File: config.mk
export PLATFORM = sky130hd
export DESIGN_NAME = serial_boot_frame_loader_top
export DESIGN_NICKNAME = d
export VERILOG_FILES = /design/src/rtl/sbfl_pkg.sv /design/src/rtl/sbfl_frame_fsm.sv /design/src/rtl/serial_boot_frame_loader_top.sv
export SDC_FILE = /design/constraint.sdc
export NUM_CORES = 1
export LEC_CHECK = 0
export BUFFER_PORTS_ARGS = -buffer_cell sky130_fd_sc_hd__clkbuf_2
export CORE_ASPECT_RATIO = 0.9
export CORE_MARGIN = 4
export CORE_UTILIZATION = 55
export CTS_BUF_LIST = sky130_fd_sc_hd__clkbuf_8
export DETAILED_ROUTE_END_ITERATION = 6
export PLACE_DENSITY = 0.86
export SLEW_MARGIN = 30
export SYNTH_ARGS = -nofsm -noshare
export SYNTH_HDL_FRONTEND = slang
export SYNTH_SLANG_ARGS = --single-unit
File: constraint.sdc
create_clock -name clk_i -period 2.75 [get_ports clk_i]
set_input_delay 0.55 -clock clk_i [delete_from_list [all_inputs] [get_ports clk_i]]
set_output_delay 0.55 -clock clk_i [all_outputs]
set_load 0.02 [all_outputs]
File: src/rtl/sbfl_pkg.sv
// ----------------------------------------------------------------------------
// Serial boot frame loader package
// Frame phase codes, frame byte values and the result record.
// ----------------------------------------------------------------------------
package sbfl_pkg;

  localparam int unsigned ByteBits = 8;
  localparam int unsigned AddrBits = 32;

  localparam logic [ByteBits-1:0] SohByte = 8'h01;
  localparam logic [ByteBits-1:0] StxByte = 8'h02;
  localparam logic [ByteBits-1:0] EtxByte = 8'h03;

  typedef enum logic [7:0] {
    PhHeader = 8'b0000_0001,
    PhAddr0  = 8'b0000_0010,
    PhAddr1  = 8'b0000_0100,
    PhAddr2  = 8'b0000_1000,
    PhAddr3  = 8'b0001_0000,
    PhMarker = 8'b0010_0000,
    PhData   = 8'b0100_0000,
    PhDone   = 8'b1000_0000
  } phase_e;

  typedef struct packed {
    logic                write_enable;
    logic [AddrBits-1:0] write_address;
    logic [ByteBits-1:0] write_byte;
    logic                header_error;
    logic                marker_error;
    logic                load_done;
  } result_t;

endpackage

File: src/rtl/sbfl_frame_fsm.sv
// ----------------------------------------------------------------------------
// Serial boot frame loader frame tracker
// Holds the frame phase, the running address and the sticky error flags, and
// forms the result for one byte from the current state and that byte.
// ----------------------------------------------------------------------------
module sbfl_frame_fsm #(
  parameter int unsigned ADDRESS_WIDTH = 32
) (
  input  logic                            clk_i,
  input  logic                            rst_ni,
  input  logic                            step_i,
  input  logic [sbfl_pkg::ByteBits-1:0]   rx_byte_i,
  output sbfl_pkg::result_t               result_o
);

  sbfl_pkg::phase_e         phase_q, phase_d;
  logic [ADDRESS_WIDTH-1:0] next_address_q, next_address_d;
  logic                     header_bad_q, header_bad_d;
  logic                     marker_bad_q, marker_bad_d;
  logic [4:0]               shift;
  logic [sbfl_pkg::AddrBits-1:0] addr_merged;
  logic                     write_enable;

  assign addr_merged = sbfl_pkg::AddrBits'(next_address_q)
                     | (sbfl_pkg::AddrBits'(rx_byte_i) << shift);

  always_comb begin
    phase_d        = phase_q;
    next_address_d = next_address_q;
    header_bad_d   = header_bad_q;
    marker_bad_d   = marker_bad_q;
    shift          = 5'd0;
    write_enable   = 1'b0;
    unique case (phase_q)
      sbfl_pkg::PhHeader: begin
        if (rx_byte_i != sbfl_pkg::SohByte) begin
          header_bad_d = 1'b1;
        end
        phase_d = sbfl_pkg::PhAddr0;
      end
      sbfl_pkg::PhAddr0: begin
        shift          = 5'd0;
        next_address_d = addr_merged[ADDRESS_WIDTH-1:0];
        phase_d        = sbfl_pkg::PhAddr1;
      end
      sbfl_pkg::PhAddr1: begin
        shift          = 5'd8;
        next_address_d = addr_merged[ADDRESS_WIDTH-1:0];
        phase_d        = sbfl_pkg::PhAddr2;
      end
      sbfl_pkg::PhAddr2: begin
        shift          = 5'd16;
        next_address_d = addr_merged[ADDRESS_WIDTH-1:0];
        phase_d        = sbfl_pkg::PhAddr3;
      end
      sbfl_pkg::PhAddr3: begin
        shift          = 5'd24;
        next_address_d = addr_merged[ADDRESS_WIDTH-1:0];
        phase_d        = sbfl_pkg::PhMarker;
      end
      sbfl_pkg::PhMarker: begin
        if (rx_byte_i != sbfl_pkg::StxByte) begin
          marker_bad_d = 1'b1;
        end
        phase_d = sbfl_pkg::PhData;
      end
      sbfl_pkg::PhData: begin
        if (rx_byte_i == sbfl_pkg::EtxByte) begin
          phase_d = sbfl_pkg::PhDone;
        end else begin
          write_enable   = 1'b1;
          next_address_d = next_address_q + ADDRESS_WIDTH'(1'b1);
        end
      end
      sbfl_pkg::PhDone: begin
        phase_d = sbfl_pkg::PhDone;
      end
      default: begin
        phase_d = sbfl_pkg::PhDone;
      end
    endcase
  end

  always_comb begin
    result_o.write_enable  = write_enable;
    result_o.write_address = write_enable ? sbfl_pkg::AddrBits'(next_address_q)
                                          : '0;
    result_o.write_byte    = write_enable ? rx_byte_i : '0;
    result_o.header_error  = header_bad_d;
    result_o.marker_error  = marker_bad_d;
    result_o.load_done     = (phase_d == sbfl_pkg::PhDone);
  end

  always_ff @(posedge clk_i or negedge rst_ni) begin
    if (!rst_ni) begin
      phase_q        <= sbfl_pkg::PhHeader;
      next_address_q <= '0;
      header_bad_q   <= 1'b0;
      marker_bad_q   <= 1'b0;
    end else if (step_i) begin
      phase_q        <= phase_d;
      next_address_q <= next_address_d;
      header_bad_q   <= header_bad_d;
      marker_bad_q   <= marker_bad_d;
    end
  end

endmodule

File: src/rtl/serial_boot_frame_loader_top.sv
// ----------------------------------------------------------------------------
// Serial boot frame loader
// One request per cycle while in_stall_o is low; each result passes through the
// input register and then the result register. A stalled result holds the
// result register, and the input register too while it holds a request. Reset
// clears the frame phase, address, error flags and both register stages.
// ----------------------------------------------------------------------------
module serial_boot_frame_loader_top #(
  parameter int unsigned ADDRESS_WIDTH = 32
) (
  input  logic                              clk_i,
  input  logic                              rst_ni,
  input  logic                              in_valid_i,
  output logic                              in_stall_o,
  input  logic [sbfl_pkg::ByteBits-1:0]     rx_byte_i,
  output logic                              out_valid_o,
  input  logic                              out_stall_i,
  output logic                              write_enable_o,
  output logic [sbfl_pkg::AddrBits-1:0]     write_address_o,
  output logic [sbfl_pkg::ByteBits-1:0]     write_byte_o,
  output logic                              header_error_o,
  output logic                              marker_error_o,
  output logic                              load_done_o
);

  logic                          in_valid_q;
  logic [sbfl_pkg::ByteBits-1:0] rx_byte_q;
  logic                          out_valid_q;
  sbfl_pkg::result_t             result_q;
  sbfl_pkg::result_t             result_d;
  logic                          out_hold;
  logic                          step;

  assign out_hold   = out_valid_q & out_stall_i;
  assign in_stall_o = in_valid_q & out_hold;
  assign step       = in_valid_q & ~out_hold;

  always_ff @(posedge clk_i or negedge rst_ni) begin
    if (!rst_ni) begin
      in_valid_q <= 1'b0;
      rx_byte_q  <= '0;
    end else if (!in_stall_o) begin
      in_valid_q <= in_valid_i;
      if (in_valid_i) begin
        rx_byte_q <= rx_byte_i;
      end
    end
  end

  sbfl_frame_fsm #(
    .ADDRESS_WIDTH(ADDRESS_WIDTH)
  ) u_frame_fsm (
    .clk_i    (clk_i),
    .rst_ni   (rst_ni),
    .step_i   (step),
    .rx_byte_i(rx_byte_q),
    .result_o (result_d)
  );

  always_ff @(posedge clk_i or negedge rst_ni) begin
    if (!rst_ni) begin
      out_valid_q <= 1'b0;
      result_q    <= '0;
    end else if (!out_hold) begin
      out_valid_q <= in_valid_q;
      if (in_valid_q) begin
        result_q <= result_d;
      end
    end
  end

  assign out_valid_o     = out_valid_q;
  assign write_enable_o  = result_q.write_enable;
  assign write_address_o = result_q.write_address;
  assign write_byte_o    = result_q.write_byte;
  assign header_error_o  = result_q.header_error;
  assign marker_error_o  = result_q.marker_error;
  assign load_done_o     = result_q.load_done;

  a_no_write_after_done: assert property (@(posedge clk_i) disable iff (!rst_ni)
    write_enable_o |-> !load_done_o)
    else $error("write reported together with load done");

  a_done_sticky: assert property (@(posedge clk_i) disable iff (!rst_ni)
    $past(load_done_o) |-> load_done_o)
    else $error("load done flag cleared");

  a_header_err_sticky: assert property (@(posedge clk_i) disable iff (!rst_ni)
    $past(header_error_o) |-> header_error_o)
    else $error("header error flag cleared");

  a_stall_keeps_input: assert property (@(posedge clk_i) disable iff (!rst_ni)
    in_stall_o |=> in_valid_q && $stable(rx_byte_q))
    else $error("input register changed while stalled");

endmodule

* Word level (Yosys, flattened, before mapping)
Index checks and enable logic that the tools add are counted.
** Storage, ports and cells
- Flip-flop bits (word level) :: 96
- Input port bits :: 12
- Word-level logic and storage cells :: 51
** Cells by class
- Add/sub/neg operators :: 1
- Equality and inequality tests :: 12
- Shift operators :: 1
- Multiplexer cells :: 13
- Bitwise gates (word level) :: 6
- Reduce and logical (&&, ||, !) cells :: 5
** Operators with widths (number)
- $mux 32 :: 2
- $pmux 32 s2 :: 1
- $pmux 8 s7 :: 1
- $add 32x1->32 const B :: 1
- $or 32x32->32 :: 1
- $shl 8x5->32 :: 1
- $eq 8x2->1 const B :: 2
- $mux 8 :: 2
- $pmux 5 s3 :: 1
- $eq 8x1->1 const B :: 1
- $eq 8x3->1 const B :: 1
- $eq 8x4->1 const B :: 1
- $eq 8x5->1 const B :: 1
- $eq 8x6->1 const B :: 1
- $eq 8x7->1 const B :: 1
- $eq 8x8->1 const B :: 1
- $ne 8x1->1 const B :: 1
- $ne 8x2->1 const B :: 1
- $mux 1 :: 6
- $reduce_and 2->1 :: 2
- $reduce_or 4->1 :: 1
- $and 1x1->1 :: 3
- $reduce_and 3->1 :: 1
- $ne 2x2->1 const B :: 1
- 2 further kinds :: 3

* Longest topological paths before layout
- Depth after elaboration :: 5
- Mapped depth :: 8
- Gate-level depth less buffers :: 6

* Cells and area by module
Synthesis repeated with hierarchy kept, for this count alone.
** Second synthesis, totals
- Cells, all modules :: 510
- Area total of the unflattened synthesis :: 5296.3 um^2
** Modules (own cells, without submodules)
- sbfl_frame_fsm :: times used 1, cells an instance 366, area an instance 2966.6 um^2, seq. area each 1052.3 um^2
- serial_boot_frame_loader_top :: times used 1, cells an instance 144, area an instance 2329.7 um^2, seq. area each 1351.3 um^2

* Least setup slack after synthesis
No wires, ideal clock.
- Path type :: reg-to-reg
- Start point :: reg rx_byte_q[5] (netlist name)
- End point :: reg u_frame_fsm.next_address_q[31]
- Data arrival time :: 2199 ps
- Data required time :: 2630 ps
- Slack :: 432 ps
- Cell stages (with the launch flop) :: 7
- Path buffers :: 1
- Clock period less this slack :: 2318 ps
- Cell sequence :: dfrtp_1 -> or4_1 -> or4_1 -> buf_2 -> and3_4 -> or3_1 -> and3_1
** On the way
- Cells in the longest elaborated chain, start to end :: 3
- Elaborated cells on any way between the ends :: 6
- Those cells by class :: eq/ne (2); shift (1); mux (1); bitwise (1); reduce/logical (1)
** Ends and longest elaborated chain
- from (decl) :: RTL line serial_boot_frame_loader_top.sv:27 : logic [sbfl_pkg::ByteBits-1:0] rx_byte_q;
- from (signal assigned) :: RTL line serial_boot_frame_loader_top.sv:45 : rx_byte_q <= rx_byte_i;
- $shl 8x5->32 / $eq 8x2->1 (equally long branches) :: RTL line sbfl_frame_fsm.sv:25, sbfl_frame_fsm.sv:68
- $or 32x32->32 / $ne 2x2->1 (equally long branches)
- $pmux 32 s2 / $reduce_and 3->1 (equally long branches)
- to (signal assigned) :: RTL line sbfl_frame_fsm.sv:102 : next_address_q <= next_address_d;
- to (decl) :: RTL line sbfl_frame_fsm.sv:17 : logic [ADDRESS_WIDTH-1:0] next_address_q, next_address_d;
Parallel ways exist; a longest one is shown, timed or not.
A chain may end at the register's enable or synchronous reset.

* Worst setup path in the final report
- Start point :: reg rx_byte_q[5] (netlist name)
- End point :: reg u_frame_fsm.next_address_q[2]
The elaborated chain is that of the path after synthesis.

==> results.md <==
- The library cell used most frequently in the layout, excluding fill and tap cells, is sky130_fd_sc_hd__dfrtp_1.
- The endpoint arrival time on the critical path is 2.82 ns.
- The number of distinct library cells after synthesis is 64.
- Static timing analysis puts the maximum clock frequency at 0.392 GHz.
- The min-delay analysis places its worst path in the category in -> async.
- Entering global routing, the biggest net connects 52 pins.
- The repair_antennas step left the layout with diodes totalling 0.
- The critical register-to-register path endpoint is u_frame_fsm.next_address_q[2].
- Of the cells placed in the final design, the portion with a size suffix greater than 1 is 0.239.
- The remaining antenna violation count after routing is 0.
- The post-synthesis cell count is 455.
- Summing internal, switching and leakage power gives 0.00252 W.
- The count of final max-slew check failures is 0.
- The power density over the cells is 476 mW/mm^2.
- The count of max-cap constraint violations is 0.
- The cell type with the highest occurrence count on the critical path is sky130_fd_sc_hd__or4_1.
- The number of synthesized flops with an enable pin is 0.
- The critical setup path kind is reg -> reg.
- STA classifies the critical path endpoint as a register.
- The all-layer global routing usage is 0.261.
- The core box area is 0.00815 sq mm.
- The number of hold-slack violations in the final timing report is 0.
- The sequential area share after synthesis is 0.506.
- The count of unresolved DRC violations after routing is 3.
- Leaving out fill and tap cells, the most frequent cells in the layout are sky130_fd_sc_hd__dfrtp_1, sky130_fd_sc_hd__clkbuf_2, sky130_fd_sc_hd__o21ai_0.
- For the pin with the worst max-slew slack, the measured transition is 0.634 ns.
- The later pin in the worst-skew pair is clocked with a latency of 0.37 ns.
- For this block, the initial DRC count from the detailed router was 340.
- The overall die area is 0.00999 sq mm.
- After clock tree synthesis, the clock-pin slew on the worst setup and hold paths is 0.10 ns.
- The number of vias in the routed layout is 4107.
- The flow ran to the end, but the final reports show violations.
- The first detailed-routing pass ran for 7 iterations.
- The clock net in this run drives a total of 94 sinks.
- In this run the horizontal extent of the chip is 105 um.
- Setup violations remaining at the end of the flow were counted as 0.
- The mean routed wirelength per cell is 19.8 um.
- The analysis attributes to cell leakage a power of 2.43 nW.
- VDD sags by at most 0.403 mV.
- The worst register-to-register path has a depth of 5.
- Post-CTS timing repair inserted 0 buffers for setup.
- In the finished design, the share of the clock period the worst path needs comes to 0.928.
- The floorplan step set the die height to 95.2 um.
- The worst register-to-register path has a setup slack of 0.20 ns.
- The clock period minus final worst setup slack is 2.55 ns.
- OpenSTA, run right after detailed placement, puts the worst setup slack at 0.266 ns.
- The count of filler cells inserted in the layout is 657.
- For this run, the slowest stage of the critical path takes 0.69 ns.
- Traced cell by cell, the critical path runs through or4_1 > or4_1 > nand3_1 > nand2_2 > a22o_1.
- The row count is 31.
- The number of synthesized register bits is 94.
- The post-route worst setup slack is 0.198 ns.
- The final core utilization is 0.649.
- Dividing the detail-routed via count by the number of cells gives 6.60.
- For this run, asynchronously set or reset flops after synthesis account for 1.00.
- Counting the buffers created by CTS gives 9.
- The wire-length estimate of the detail-placed layout is 8570 um.
- For this run, the leading register cell type out of synthesis is sky130_fd_sc_hd__dfrtp_1.
- The worst pin sits at a relative slew slack of 0.577.
- Setup repair after global routing left no endpoint under its margin.
- Routability-driven placement finished with a final weighted congestion of 0.959.
- The CTS tree is done.
- The kind of start point of the critical path is a register.
- The wire length of the first global-routing pass is 20500 um.
- The hold buffer count at CTS is 0.
- The post-detailed-routing wire length is 12300 um.
- The number of top-level pins is 58.
- For this run, the post-layout net count is 531.
- CTS built an H-tree with a depth of 3.
- The checks that failed: design-rule violations.
- The critical path contains buffers and inverters numbering 0 combined.
- The post-cts sizing count is 0.
- On the final layout, the worst clock skew is 0.00743 ns.
- The number of buffers on the longest clock path is 2.
- Global routing finished with a remaining overflow of 0.
- The area growth from synthesis to layout is 13.7%.
- After synthesis the cells add up to 0.00465 sq mm.
- The startpoint of the worst-slack reg-to-reg timing path is rx_byte_q[5].
- The number of port buffers is 57.
- The initial antenna violation count is 0.
- The library cell used as clock root buffer is sky130_fd_sc_hd__clkbuf_8.
- The kind of cell with the highest combined delay along the critical path is simple AND/OR/NAND/NOR gates.
- The via count of the first global-routing pass was 4058.
- The sum of negative setup slack is 0 ns.
- The initial core utilization is 0.571.
- The top fanout value on the critical path is 9.
- The net count after synthesis is 468.
- The required time of the critical path is 3.01 ns.
- During synthesis, Yosys emitted a total of 0 warnings.
- The largest individual stage delay along the critical path comes from the cell sky130_fd_sc_hd__or4_1.
- The mean cell area of the mapped netlist is 10.2 sq um.
-- stage by stage --
stage	hold WS [ns]	cell area [sq um]	cells
final	0.202	5290	622
after global placement	0.452	5100	606
after floorplan	0.254	4650	455
after detailed placement	0.453	5100	606
after global routing	0.238	5290	622
after CTS	0.220	5290	622
-- layer usage --
| metal | up-vias | part of all wire | global-route usage |
|---|---|---|---|
| met3 | 33 | 0.10 | 0.0589 |
| met4 | 0 | 0.030 | 0.114 |
| li1 | 1845 | - | - |
| met1 | 1974 | 0.41 | 0.346 |
| met5 | - | 0 | 0 |
| met2 | 255 | 0.46 | 0.417 |
-- state kept, by name (all words and copies together) (netlist names) --
name                        count
write_address_o                32
u_frame_fsm.next_address_q     32
rx_byte_q                       8
marker_error_o                  1
out_valid_o                     1
in_valid_q                      1
u_frame_fsm.phase_q             8
write_byte_o                    8
header_error_o                  1
load_done_o                     1
write_enable_o                  1
-- report_power, final --
group	switching, W	leakage (nW)	internal, W	total [W]
sequential	0.0000252	1.26	0.00140	0.00143
combinational	0.000147	1.08	0.0000806	0.000228
clock	0.000518	0.0881	0.000341	0.000859
-- worst max-delay path by stage --
stage,start,depth (start not counted),to
after floorplan,rx_byte_q[5],6,u_frame_fsm.next_address_q[31]
after global placement,rx_byte_q[5],5,u_frame_fsm.next_address_q[2]
after detailed placement,rx_byte_q[5],6,u_frame_fsm.next_address_q[31]
after CTS,rx_byte_q[5],6,u_frame_fsm.next_address_q[31]
after global routing,rx_byte_q[5],6,u_frame_fsm.next_address_q[24]
final,rx_byte_q[5],5,u_frame_fsm.next_address_q[2]
-- cells in the mapped netlist, drive strengths merged, types with 3 or more instances --
| master | count | area share |
|---|---|---|
| nand2b | 4 | 0.0054 |
| dfrtp | 93 | 0.50 |
| or3 | 3 | 0.0040 |
| o2bb2ai | 3 | 0.0057 |
| inv | 9 | 0.0073 |
| or2 | 4 | 0.0054 |
| or4 | 4 | 0.0073 |
| nor3 | 6 | 0.0065 |
| clkbuf | 17 | 0.015 |
| buf | 13 | 0.019 |
| and2 | 3 | 0.0040 |
| mux2 | 8 | 0.019 |
| nand3 | 19 | 0.020 |
| o21ai | 46 | 0.050 |
| or4b | 3 | 0.0065 |
| nand4 | 15 | 0.022 |
| a22o | 37 | 0.070 |
| nor4 | 15 | 0.029 |
| a211oi | 5 | 0.0081 |
| nor4b | 3 | 0.010 |
| a21oi | 12 | 0.013 |
| o31ai | 6 | 0.0097 |
| a31oi | 7 | 0.0094 |
| nor2 | 18 | 0.015 |
| nor3b | 3 | 0.0048 |
| a22oi | 7 | 0.011 |
| nand2 | 45 | 0.037 |
| o2111ai | 3 | 0.0057 |
| o31a | 4 | 0.0075 |
| and3 | 4 | 0.0065 |
| a21boi | 3 | 0.0048 |
| a21o | 11 | 0.018 |
-- area by class of cell --
class / count / area, sq um / area share
clock buffer: 9 / 124 / 0.0234
tap: 99 / 124 / 0.0234
sequential: 94 / 2350 / 0.445
clock inverter: 7 / 57.6 / 0.0109
multi-input combinational: 322 / 2110 / 0.398
timing repair buffer: 82 / 488 / 0.0923
inverter: 9 / 33.8 / 0.00639
-- kinds of logic after synthesis --
family                   synth area share
buffers and inverters              0.0409
flip-flops                          0.506
AO/OA/AOI/OAI                       0.230
multiplexers                       0.0194
adder cells (fa/ha/maj)           0.00269
AND/OR/NAND/NOR                     0.195
XOR/XNOR                          0.00565
-- worst reg2reg max path, cell delays in order (launching register included) --
cell,delay (ns)
sky130_fd_sc_hd__dfrtp_1,0.38
sky130_fd_sc_hd__or4_1,0.55
sky130_fd_sc_hd__or4_1,0.69
sky130_fd_sc_hd__nand3_1,0.36
sky130_fd_sc_hd__nand2_2,0.23
sky130_fd_sc_hd__a22o_1,0.25
Note: power is estimated with default switching activity, not from simulation.
